**config.mk**
```make
export PLATFORM = sky130hd
export DESIGN_NAME = annex_b_access_unit_splitter
export DESIGN_NICKNAME = d
export VERILOG_FILES = /design/src/design/abs_pkg.sv /design/src/design/abs_front.sv /design/src/design/abs_queue.sv /design/src/design/abs_back.sv /design/src/design/annex_b_access_unit_splitter.sv
export VERILOG_INCLUDE_DIRS = /design/src /design/src/design
export SDC_FILE = /design/constraint.sdc
export NUM_CORES = 1
export LEC_CHECK = 0
export BUFFER_PORTS_ARGS = -buffer_cell sky130_fd_sc_hd__buf_2
export CAP_MARGIN = 40
export CELL_PAD_IN_SITES_DETAIL_PLACEMENT = 0
export CELL_PAD_IN_SITES_GLOBAL_PLACEMENT = 1
export CORE_MARGIN = 4
export CORE_UTILIZATION = 50
export DETAILED_ROUTE_END_ITERATION = 8
export PLACE_DENSITY = 0.87
export SKIP_LAST_GASP = 1
export SLEW_MARGIN = 20
export SYNTH_ARGS = -nofsm -noshare
export SYNTH_HDL_FRONTEND = slang
export SYNTH_HIERARCHICAL = 1
export SYNTH_SLANG_ARGS = --single-unit
```
**constraint.sdc**
```tcl
create_clock -name clk -period 11.25 [get_ports clk]
set_input_delay 2.25 -clock clk [delete_from_list [all_inputs] [get_ports clk]]
set_output_delay 2.25 -clock clk [all_outputs]
set_load 0.02 [all_outputs]
```
**src/design/annex_b_access_unit_splitter_defines.svh**
```systemverilog
// ----------------------------------------------------------------------------
// Annex-B splitter assertion macros
// Shared concurrent assertion forms, clocked on clk and disabled in reset.
// ----------------------------------------------------------------------------
`ifndef ANNEX_B_ACCESS_UNIT_SPLITTER_DEFINES_SVH
`define ANNEX_B_ACCESS_UNIT_SPLITTER_DEFINES_SVH

// Same-cycle implication.
`define ABS_ASSERT_IMP(lbl, ante, cons, msg) \
  lbl: assert property (@(posedge clk) disable iff (!rst_n) (ante) |-> (cons)) \
    else $error(msg);

// Next-cycle implication.
`define ABS_ASSERT_NXT(lbl, ante, cons, msg) \
  lbl: assert property (@(posedge clk) disable iff (!rst_n) (ante) |=> (cons)) \
    else $error(msg);

`endif

```
**src/design/abs_pkg.sv**
```systemverilog
// ----------------------------------------------------------------------------
// Annex-B splitter package
// Constants and the slice classification shared by the splitter modules.
// ----------------------------------------------------------------------------
package abs_pkg;

  localparam int unsigned ABS_POS_BITS    = 32;
  localparam int unsigned ABS_QUEUE_DEPTH = 4;
  localparam int unsigned ABS_OUT_BITS    = 32;

  localparam logic CODEC_H264 = 1'b0;
  localparam logic CODEC_H265 = 1'b1;

  localparam logic [7:0] H264_TYPE_MASK    = 8'h1F;
  localparam logic [7:0] H265_TYPE_MASK    = 8'h3F;
  localparam logic [7:0] H264_TYPE_SLICE   = 8'h01;
  localparam logic [7:0] H264_TYPE_IDR     = 8'h05;
  localparam logic [7:0] H265_SLICE_LIMIT  = 8'h20;

  typedef logic [7:0] byte_t;

  function automatic logic abs_is_slice(input byte_t hdr, input logic codec);
    byte_t t264;
    byte_t t265;
    t264 = hdr & H264_TYPE_MASK;
    t265 = (hdr >> 1) & H265_TYPE_MASK;
    if (codec == CODEC_H265) begin
      return t265 < H265_SLICE_LIMIT;
    end
    return (t264 == H264_TYPE_SLICE) || (t264 == H264_TYPE_IDR);
  endfunction

endpackage

```
**src/design/abs_front.sv**
```systemverilog
// ----------------------------------------------------------------------------
// Annex-B splitter front end
// Scans bytes for start codes, classes NAL headers and closes access units.
// ----------------------------------------------------------------------------
module abs_front #(
  parameter int unsigned POS_BITS = abs_pkg::ABS_POS_BITS
) (
  input  logic                clk,
  input  logic                rst_n,
  input  logic                cfg_we,
  input  logic                cfg_codec,
  input  logic                accept_i,
  input  abs_pkg::byte_t      data_i,
  input  logic                last_i,
  output logic                res_valid_o,
  output logic [POS_BITS-1:0] res_start_o,
  output logic [POS_BITS-1:0] res_end_o,
  output logic [POS_BITS-1:0] res_slice_o
);
  import abs_pkg::*;

  logic                codec_r;
  logic [POS_BITS-1:0] pos_r, pos_nxt;
  logic [2:0]          zeros_r, zeros_nxt;
  logic [1:0]          since_hdr_r, since_hdr_nxt;
  logic                hdr_exp_r, hdr_exp_nxt;
  logic                open_r, open_nxt;
  logic                seen_r, seen_nxt;
  logic [POS_BITS-1:0] unit_start_r, unit_start_nxt;
  logic [POS_BITS-1:0] slice_start_r, slice_start_nxt;
  logic [POS_BITS-1:0] latest_r, latest_nxt;

  logic [POS_BITS-1:0] code_start;
  logic [POS_BITS-1:0] pos_inc;
  logic                code_hit;

  always_ff @(posedge clk) begin
    if (!rst_n) begin
      codec_r <= CODEC_H264;
    end else if (cfg_we) begin
      codec_r <= cfg_codec;
    end
  end

  assign code_start = zeros_r[2] ? (pos_r - POS_BITS'(3)) : (pos_r - POS_BITS'(2));
  assign pos_inc    = (pos_r != '1) ? (pos_r + POS_BITS'(1)) : pos_r;
  assign code_hit   = !hdr_exp_r && (data_i == 8'h01) && (zeros_r[1:0] == 2'b11) &&
                      since_hdr_r[1];

  always_comb begin
    pos_nxt         = pos_r;
    zeros_nxt       = zeros_r;
    since_hdr_nxt   = since_hdr_r;
    hdr_exp_nxt     = hdr_exp_r;
    open_nxt        = open_r;
    seen_nxt        = seen_r;
    unit_start_nxt  = unit_start_r;
    slice_start_nxt = slice_start_r;
    latest_nxt      = latest_r;
    res_valid_o     = 1'b0;
    res_end_o       = code_start;
    if (accept_i) begin
      if (hdr_exp_r) begin
        hdr_exp_nxt   = 1'b0;
        since_hdr_nxt = 2'd0;
        if (open_r && !seen_r && abs_is_slice(data_i, codec_r)) begin
          seen_nxt        = 1'b1;
          slice_start_nxt = latest_r;
        end
      end else begin
        if (code_hit) begin
          latest_nxt = code_start;
          if (open_r && seen_r) begin
            res_valid_o    = 1'b1;
            unit_start_nxt = code_start;
            seen_nxt       = 1'b0;
          end else if (!open_r) begin
            open_nxt       = 1'b1;
            unit_start_nxt = code_start;
          end
          hdr_exp_nxt = 1'b1;
        end
        if (since_hdr_r != 2'd3) begin
          since_hdr_nxt = since_hdr_r + 2'd1;
        end
      end
      zeros_nxt = {zeros_r[1:0], data_i == 8'h00};
      pos_nxt   = pos_inc;
      if (last_i) begin
        if (!res_valid_o && open_nxt && seen_nxt) begin
          res_valid_o = 1'b1;
          res_end_o   = pos_inc;
        end
        pos_nxt         = '0;
        zeros_nxt       = 3'd0;
        since_hdr_nxt   = 2'd3;
        hdr_exp_nxt     = 1'b0;
        open_nxt        = 1'b0;
        seen_nxt        = 1'b0;
        unit_start_nxt  = '0;
        slice_start_nxt = '0;
        latest_nxt      = '0;
      end
    end
  end

  assign res_start_o = unit_start_r;
  assign res_slice_o = seen_r ? slice_start_r : latest_r;

  always_ff @(posedge clk) begin
    if (!rst_n) begin
      pos_r         <= '0;
      zeros_r       <= 3'd0;
      since_hdr_r   <= 2'd3;
      hdr_exp_r     <= 1'b0;
      open_r        <= 1'b0;
      seen_r        <= 1'b0;
      unit_start_r  <= '0;
      slice_start_r <= '0;
      latest_r      <= '0;
    end else begin
      pos_r         <= pos_nxt;
      zeros_r       <= zeros_nxt;
      since_hdr_r   <= since_hdr_nxt;
      hdr_exp_r     <= hdr_exp_nxt;
      open_r        <= open_nxt;
      seen_r        <= seen_nxt;
      unit_start_r  <= unit_start_nxt;
      slice_start_r <= slice_start_nxt;
      latest_r      <= latest_nxt;
    end
  end

endmodule

```
**src/design/abs_queue.sv**
```systemverilog
// ----------------------------------------------------------------------------
// Annex-B splitter result queue
// Small first-in first-out buffer between the front end and the output stage.
// ----------------------------------------------------------------------------
`include "annex_b_access_unit_splitter_defines.svh"

module abs_queue #(
  parameter int unsigned WIDTH = 3 * abs_pkg::ABS_POS_BITS,
  parameter int unsigned DEPTH = abs_pkg::ABS_QUEUE_DEPTH
) (
  input  logic             clk,
  input  logic             rst_n,
  input  logic             push_i,
  input  logic [WIDTH-1:0] data_i,
  output logic             full_o,
  input  logic             pop_i,
  output logic             empty_o,
  output logic [WIDTH-1:0] data_o
);
  import abs_pkg::*;

  localparam int unsigned PTR_W = (DEPTH > 1) ? $clog2(DEPTH) : 1;
  localparam int unsigned CNT_W = $clog2(DEPTH + 1);

  logic [WIDTH-1:0] slots_r [DEPTH];
  logic [PTR_W-1:0] wr_ptr_r, wr_ptr_nxt;
  logic [PTR_W-1:0] rd_ptr_r, rd_ptr_nxt;
  logic [CNT_W-1:0] cnt_r, cnt_nxt;
  logic             do_push;
  logic             do_pop;

  assign full_o  = (cnt_r == CNT_W'(DEPTH));
  assign empty_o = (cnt_r == '0);
  assign do_push = push_i && !full_o;
  assign do_pop  = pop_i && !empty_o;
  assign data_o  = slots_r[rd_ptr_r];

  always_comb begin
    wr_ptr_nxt = wr_ptr_r;
    rd_ptr_nxt = rd_ptr_r;
    cnt_nxt    = cnt_r;
    if (do_push) begin
      wr_ptr_nxt = (wr_ptr_r == PTR_W'(DEPTH - 1)) ? '0 : (wr_ptr_r + PTR_W'(1));
    end
    if (do_pop) begin
      rd_ptr_nxt = (rd_ptr_r == PTR_W'(DEPTH - 1)) ? '0 : (rd_ptr_r + PTR_W'(1));
    end
    if (do_push && !do_pop) begin
      cnt_nxt = cnt_r + CNT_W'(1);
    end else if (do_pop && !do_push) begin
      cnt_nxt = cnt_r - CNT_W'(1);
    end
  end

  always_ff @(posedge clk) begin
    if (do_push) begin
      slots_r[wr_ptr_r] <= data_i;
    end
  end

  always_ff @(posedge clk) begin
    if (!rst_n) begin
      wr_ptr_r <= '0;
      rd_ptr_r <= '0;
      cnt_r    <= '0;
    end else begin
      wr_ptr_r <= wr_ptr_nxt;
      rd_ptr_r <= rd_ptr_nxt;
      cnt_r    <= cnt_nxt;
    end
  end

  `ABS_ASSERT_IMP(a_cnt_range, 1'b1, cnt_r <= CNT_W'(DEPTH), "queue count exceeds depth")
  `ABS_ASSERT_IMP(a_no_overflow, full_o, !push_i, "result pushed into a full queue")
  `ABS_ASSERT_NXT(a_cnt_grow, do_push && !do_pop, cnt_r == $past(cnt_r) + CNT_W'(1),
                  "queue count did not grow on push")
  `ABS_ASSERT_NXT(a_cnt_drain, do_pop && !do_push, cnt_r == $past(cnt_r) - CNT_W'(1),
                  "queue count did not shrink on pop")

endmodule

```
**src/design/abs_back.sv**
```systemverilog
// ----------------------------------------------------------------------------
// Annex-B splitter output stage
// Forms unit length and offsets and holds the result for the receiver.
// ----------------------------------------------------------------------------
module abs_back #(
  parameter int unsigned POS_BITS = abs_pkg::ABS_POS_BITS
) (
  input  logic                               clk,
  input  logic                               rst_n,
  input  logic                               q_empty_i,
  input  logic [3*POS_BITS-1:0]              q_data_i,
  output logic                               q_pop_o,
  input  logic                               pop_i,
  output logic                               empty_o,
  output logic [abs_pkg::ABS_OUT_BITS-1:0]   au_offset_o,
  output logic [abs_pkg::ABS_OUT_BITS-1:0]   au_length_o,
  output logic [abs_pkg::ABS_OUT_BITS-1:0]   slice_offset_o
);
  import abs_pkg::*;

  logic                    valid_r, valid_nxt;
  logic [ABS_OUT_BITS-1:0] offset_r, length_r, slice_r;
  logic [POS_BITS-1:0]     q_start, q_end, q_slice, q_len;
  logic                    load;

  assign q_start = q_data_i[3*POS_BITS-1:2*POS_BITS];
  assign q_end   = q_data_i[2*POS_BITS-1:POS_BITS];
  assign q_slice = q_data_i[POS_BITS-1:0];
  assign q_len   = q_end - q_start;

  assign load    = !q_empty_i && (!valid_r || pop_i);
  assign q_pop_o = load;

  always_comb begin
    valid_nxt = valid_r;
    if (load) begin
      valid_nxt = 1'b1;
    end else if (pop_i) begin
      valid_nxt = 1'b0;
    end
  end

  always_ff @(posedge clk) begin
    if (!rst_n) begin
      valid_r <= 1'b0;
    end else begin
      valid_r <= valid_nxt;
    end
  end

  always_ff @(posedge clk) begin
    if (load) begin
      offset_r <= ABS_OUT_BITS'(q_start);
      length_r <= ABS_OUT_BITS'(q_len);
      slice_r  <= ABS_OUT_BITS'(q_slice);
    end
  end

  assign empty_o        = !valid_r;
  assign au_offset_o    = offset_r;
  assign au_length_o    = length_r;
  assign slice_offset_o = slice_r;

endmodule

```
**src/design/annex_b_access_unit_splitter.sv**
```systemverilog
// ----------------------------------------------------------------------------
// Annex-B access unit splitter
// Splits an H.264 or H.265 Annex-B byte stream into access units.
// ----------------------------------------------------------------------------
// Input channel: one stream byte per transaction (push while full is low);
// last_byte marks the end of a stream, after which offsets restart at zero.
// Result channel: one transaction per access unit, giving the unit's offset,
// its length and the offset of its slice start code; read with pop while
// empty is low. Configuration: cfg_codec_select picks the H.264 or H.265
// slice rule and is taken on cfg_valid, with cfg_ready always high.
// Throughput is one byte per cycle while full is low. A unit is closed by
// the 01 byte of the next start code or by the stream's last byte, and its
// result is pushed into a small result queue between the scanner and the
// output register, which loads it from there. When the receiver stalls the
// queue fills, and full rises only once it holds QUEUE_DEPTH waiting results.
// Reset clears the scanner, the queue and the output, and selects H.264.
// ----------------------------------------------------------------------------
module annex_b_access_unit_splitter #(
  parameter int unsigned POS_BITS    = abs_pkg::ABS_POS_BITS,
  parameter int unsigned QUEUE_DEPTH = abs_pkg::ABS_QUEUE_DEPTH
) (
  input  logic                             clk,
  input  logic                             rst_n,
  input  logic                             cfg_valid,
  output logic                             cfg_ready,
  input  logic                             cfg_codec_select,
  input  logic                             push,
  output logic                             full,
  input  logic [7:0]                       in_data_byte,
  input  logic                             in_last_byte,
  output logic                             empty,
  input  logic                             pop,
  output logic [abs_pkg::ABS_OUT_BITS-1:0] out_au_offset,
  output logic [abs_pkg::ABS_OUT_BITS-1:0] out_au_length,
  output logic [abs_pkg::ABS_OUT_BITS-1:0] out_slice_offset
);
  import abs_pkg::*;

  logic                  accept;
  logic                  res_valid;
  logic [POS_BITS-1:0]   res_start, res_end, res_slice;
  logic [3*POS_BITS-1:0] q_wdata, q_rdata;
  logic                  q_full, q_empty, q_pop;

  assign cfg_ready = 1'b1;
  assign full      = q_full;
  assign accept    = push && !q_full;
  assign q_wdata   = {res_start, res_end, res_slice};

  abs_front #(
    .POS_BITS (POS_BITS)
  ) u_front (
    .clk         (clk),
    .rst_n       (rst_n),
    .cfg_we      (cfg_valid && cfg_ready),
    .cfg_codec   (cfg_codec_select),
    .accept_i    (accept),
    .data_i      (in_data_byte),
    .last_i      (in_last_byte),
    .res_valid_o (res_valid),
    .res_start_o (res_start),
    .res_end_o   (res_end),
    .res_slice_o (res_slice)
  );

  abs_queue #(
    .WIDTH (3 * POS_BITS),
    .DEPTH (QUEUE_DEPTH)
  ) u_queue (
    .clk     (clk),
    .rst_n   (rst_n),
    .push_i  (res_valid),
    .data_i  (q_wdata),
    .full_o  (q_full),
    .pop_i   (q_pop),
    .empty_o (q_empty),
    .data_o  (q_rdata)
  );

  abs_back #(
    .POS_BITS (POS_BITS)
  ) u_back (
    .clk            (clk),
    .rst_n          (rst_n),
    .q_empty_i      (q_empty),
    .q_data_i       (q_rdata),
    .q_pop_o        (q_pop),
    .pop_i          (pop),
    .empty_o        (empty),
    .au_offset_o    (out_au_offset),
    .au_length_o    (out_au_length),
    .slice_offset_o (out_slice_offset)
  );

endmodule

```
==> out/qor.csv <==
stage,metric,value,unit
critical_path,CP endpoint kind,flop,
floorplan,Initial Util,50.48,%
global_route,vias in the first global route,15385,
logic_synthesis,post-synthesis instance total,1799,
detailed_routing,vias per cell,5.931,
finish,Finished Cell Area,0.02961,sq mm
logic_synthesis,post-synthesis sequential area ratio,65.56,%
finish,# diodes,0,
job,Max-cap violations,0,
timing,Worst-Margin Slew,0.8941,ns
global_route,gr usage total,20.65,%
floorplan,I/O pin cnt,114,
logic_synthesis,mux share of post-synthesis cell area,10.94,%
timing,slew margin rel.,40.17,%
clock_network,post-CTS sizing,0,
timing,Setup Skew,0.01481,ns
clock_network,Sink Count,627,
clock_network,Skew-Pair Late Insertion Delay,0.64,ns
global_route,initial antenna violation count,0,
global_route,grt ovf,0,
logic_synthesis,async set-reset flop share out of synthesis,0,%
detailed_routing,DRC,0,
detailed_routing,WL/cell,22.41,um
clock_network,deepest clock path buffer count,3,
logic_synthesis,post-synthesis adder-cell area fraction,2.136,%
timing,final setup fails,0,
floorplan,Die Height,238.1,um
global_route,pin count of the biggest net entering global routing,73,
pwr,VDD IR max,0.1156,mV
clock_network,Worst-path clk slew,0.06,ns
status,status,completed,
clock_network,post-cts hold buffer count,0,
critical_path,r2r setup slk,6.51,ns
detailed_routing,1st-pass router iterations,5,
timing,final hold viol count,0,
placement,DP HPWL,38.07,mm
timing,RSZ-0062 raised after global routing,false,
placement,gp weighted congestion,0.8721,
logic_synthesis,synthesized area,0.02647,sq mm
timing,max-slew violations,0,
pwr,power density cells,152.9,mW/mm^2
clock_network,TritonCTS clock tree,done,
clock_network,Post-CTS Repair Setup Buffers,0,
finish,layout net count,1946,
clock_network,cts bufs inserted,60,
detailed_routing,remaining antenna violation count after routing,0,
finish,share of cells above drive strength 1,20.22,%
timing,Final Critical Period,6.134,ns
logic_synthesis,Yosys Warn Count,6,
critical_path,crit path max fanout,49,
floorplan,core area,0.05245,sq mm
logic_synthesis,Simple-Gate Fraction of Synth Area,7.524,%
finish,area grow syn2layout,11.86,%
logic_synthesis,Synth Flop Type,edfxtp_1,
detailed_routing,routed wl met3,4.199,mm
logic_synthesis,number of synthesized flops with an enable pin,480,
critical_path,crit path DAT,6.39,ns
detailed_routing,via count,15580,
clock_network,clk root buf,clkbuf_16,
detailed_routing,drt total wl,58.87,mm
logic_synthesis,Post-Synth XOR/XNOR Area,2.911,%
worst_hold_path,Worst Hold Class,reg2reg,
timing,crit share post-route,54.52,%
timing,fmax,163.0,MHz
logic_synthesis,Synthesized Nets,1858,
logic_synthesis,Synth cell types,84,
detailed_routing,met2 wire len,29.07,mm
global_route,first-pass GRT wire length,91.33,mm
placement,Port-buffer cells,112,
critical_path,Setup crit start kind,input port,
floorplan,Rows,84,
floorplan,Die X,238.1,um
logic_synthesis,largest family of logic cells by synthesized area,multiplexers,
timing,Hold WS,0.4790,ns
logic_synthesis,Compound-Gate Fraction of Synth Area,7.997,%
logic_synthesis,Mean Syn Cell Area,14.72,sq um
pwr,Leak Pwr,0.009769,uW
critical_path,Critical Path RT,11.51,ns
logic_synthesis,Yosys reg bits,627,
detailed_routing,M1 WL,24.33,mm
detailed_routing,DR iter-0 viols,1715,
clock_network,CTS H-tree lvls,2,
detailed_routing,uppermost routed layer,met4,
timing,Setup TNS Final,0,ns
critical_path,Setup CP Type,in2reg,
floorplan,Die Area,0.05669,sq mm
placement,Placed Area,0.02757,sq mm
pwr,Final Power,4528,uW
## through the flow
stage	std cells	worst slack, ns	utilization [%]
floorplan	1799	2.532	-
global placement	2506	4.597	52.47
detailed placement	2511	4.466	52.56
CTS	2625	5.132	56.39
global route	2627	4.877	56.47
finish	2627	5.116	56.47
## layer usage
metal	vias to the layer above	GRT usage (%)
met1	7825	29.01
met3	80	3.814
met4	0	5.136
li1	7076	-
met2	599	33.90
met5	-	0
## state kept, by name, indices dropped and copies added, names as in the netlist, 2 cells and up, named ones only
register               cells
u_front/slice_start_r     32
u_back/au_length_o        32
u_front/latest_r          32
u_front/res_start_o       32
u_queue/wr_ptr_r           2
u_front/zeros_r            3
u_back/slice_offset_o     32
u_front/pos_r             32
u_front/since_hdr_r        2
u_queue/rd_ptr_r           2
u_queue/slots_r          384
u_queue/cnt_r              3
u_back/au_offset_o        32
## cell type report
cell class,count,area [sq um]
Fill cell,3982,22830
Timing Repair Buffer,138,793.3
Tap cell,688,860.8
Multi-Input combinational cell,1004,8378
Inverter,56,211.5
Clock inverter,25,252.7
Sequential cell,627,17360
Clock buffer,89,1754
## layout by cell type, fill, tap and decap left out, types with 18 or more instances in the layout
master	instances
nor3_1	31
a21oi_1	60
edfxtp_1	480
mux4_2	96
buf_2	113
a22oi_1	57
clkbuf_1	18
nor2_1	131
xor2_1	35
o21ai_0	64
nand3_1	22
dfxtp_1	145
mux2_2	35
mux2i_1	34
o2bb2ai_1	20
buf_4	21
ha_1	42
xnor2_1	53
inv_1	55
clkbuf_16	63
nand2_1	91
## logic make-up (layout without fill, tap and decap cells)
group,Yosys count,after routing
mux,165,165
fa+ha+maj,44,44
simple gates,394,394
other cells,1,1
compound gates,312,312
flops,627,627
buf+inv,168,308
xor+xnor,88,88
## path summary, 6_finish.rpt
kind / startpoint / end / cells after the start
min reg2reg: u_front/latest_r[31]$_SDFFE_PN0P_ / u_front/latest_r[31]$_SDFFE_PN0P_ / 2
max: in_data_byte[1] / u_queue/slots_r[0][30]$_DFFE_PP_ / 10
max reg2reg: u_queue/cnt_r[0]$_SDFFE_PN0P_ / u_queue/slots_r[0][30]$_DFFE_PP_ / 9
min: u_front/latest_r[31]$_SDFFE_PN0P_ / u_front/latest_r[31]$_SDFFE_PN0P_ / 2
## critical path, cell delays in order
cell and delay (ns):
buf_2 0.11, or4b_2 0.69, o22ai_1 0.32, nor2_1 0.14, a21oi_4 0.15, buf_4 0.51
a41o_1 0.15, nor2b_1 0.49, and2_4 0.76, buf_4 0.75
## cells in the mapped netlist (7+ instances only)
master	instances	area (sq um)
dfxtp_1	147	2943
clkbuf_1	62	232.7
nor3_1	31	155.2
o21ai_0	65	325.3
mux4_2	96	2162
mux2_2	35	394.1
mux2i_1	34	340.3
nor4_1	8	50.05
nand2_1	91	341.6
nand2b_1	7	43.79
or4_1	7	52.55
edfxtp_1	480	14410
buf_2	31	155.2
a31oi_1	9	56.30
and2_1	12	75.07
o2bb2ai_1	20	175.2
o21bai_1	7	52.55
nor2b_1	9	56.30
a21o_1	15	112.6
o21a_1	13	97.59
o21ai_1	14	70.07
inv_1	55	206.5
ha_1	42	525.5
a22oi_1	57	427.9
nand4_1	17	106.4
or3_1	15	93.84
xnor2_1	53	464.2
and4_1	9	78.83
xor2_1	35	306.5
and3_1	9	56.30
a21oi_1	61	305.3
nand3_1	22	110.1
nor2_1	131	491.7
## power breakdown
part	total (uW)	internal [uW]	leakage [uW]	switching (uW)
registers	2460	2460	0.00531	1.17
clock network	2010	1160	0.000970	856
logic	54.6	13.3	0.00348	41.2
total	4530	3630	0.00977	898
(Power assumes the default switching activity.)
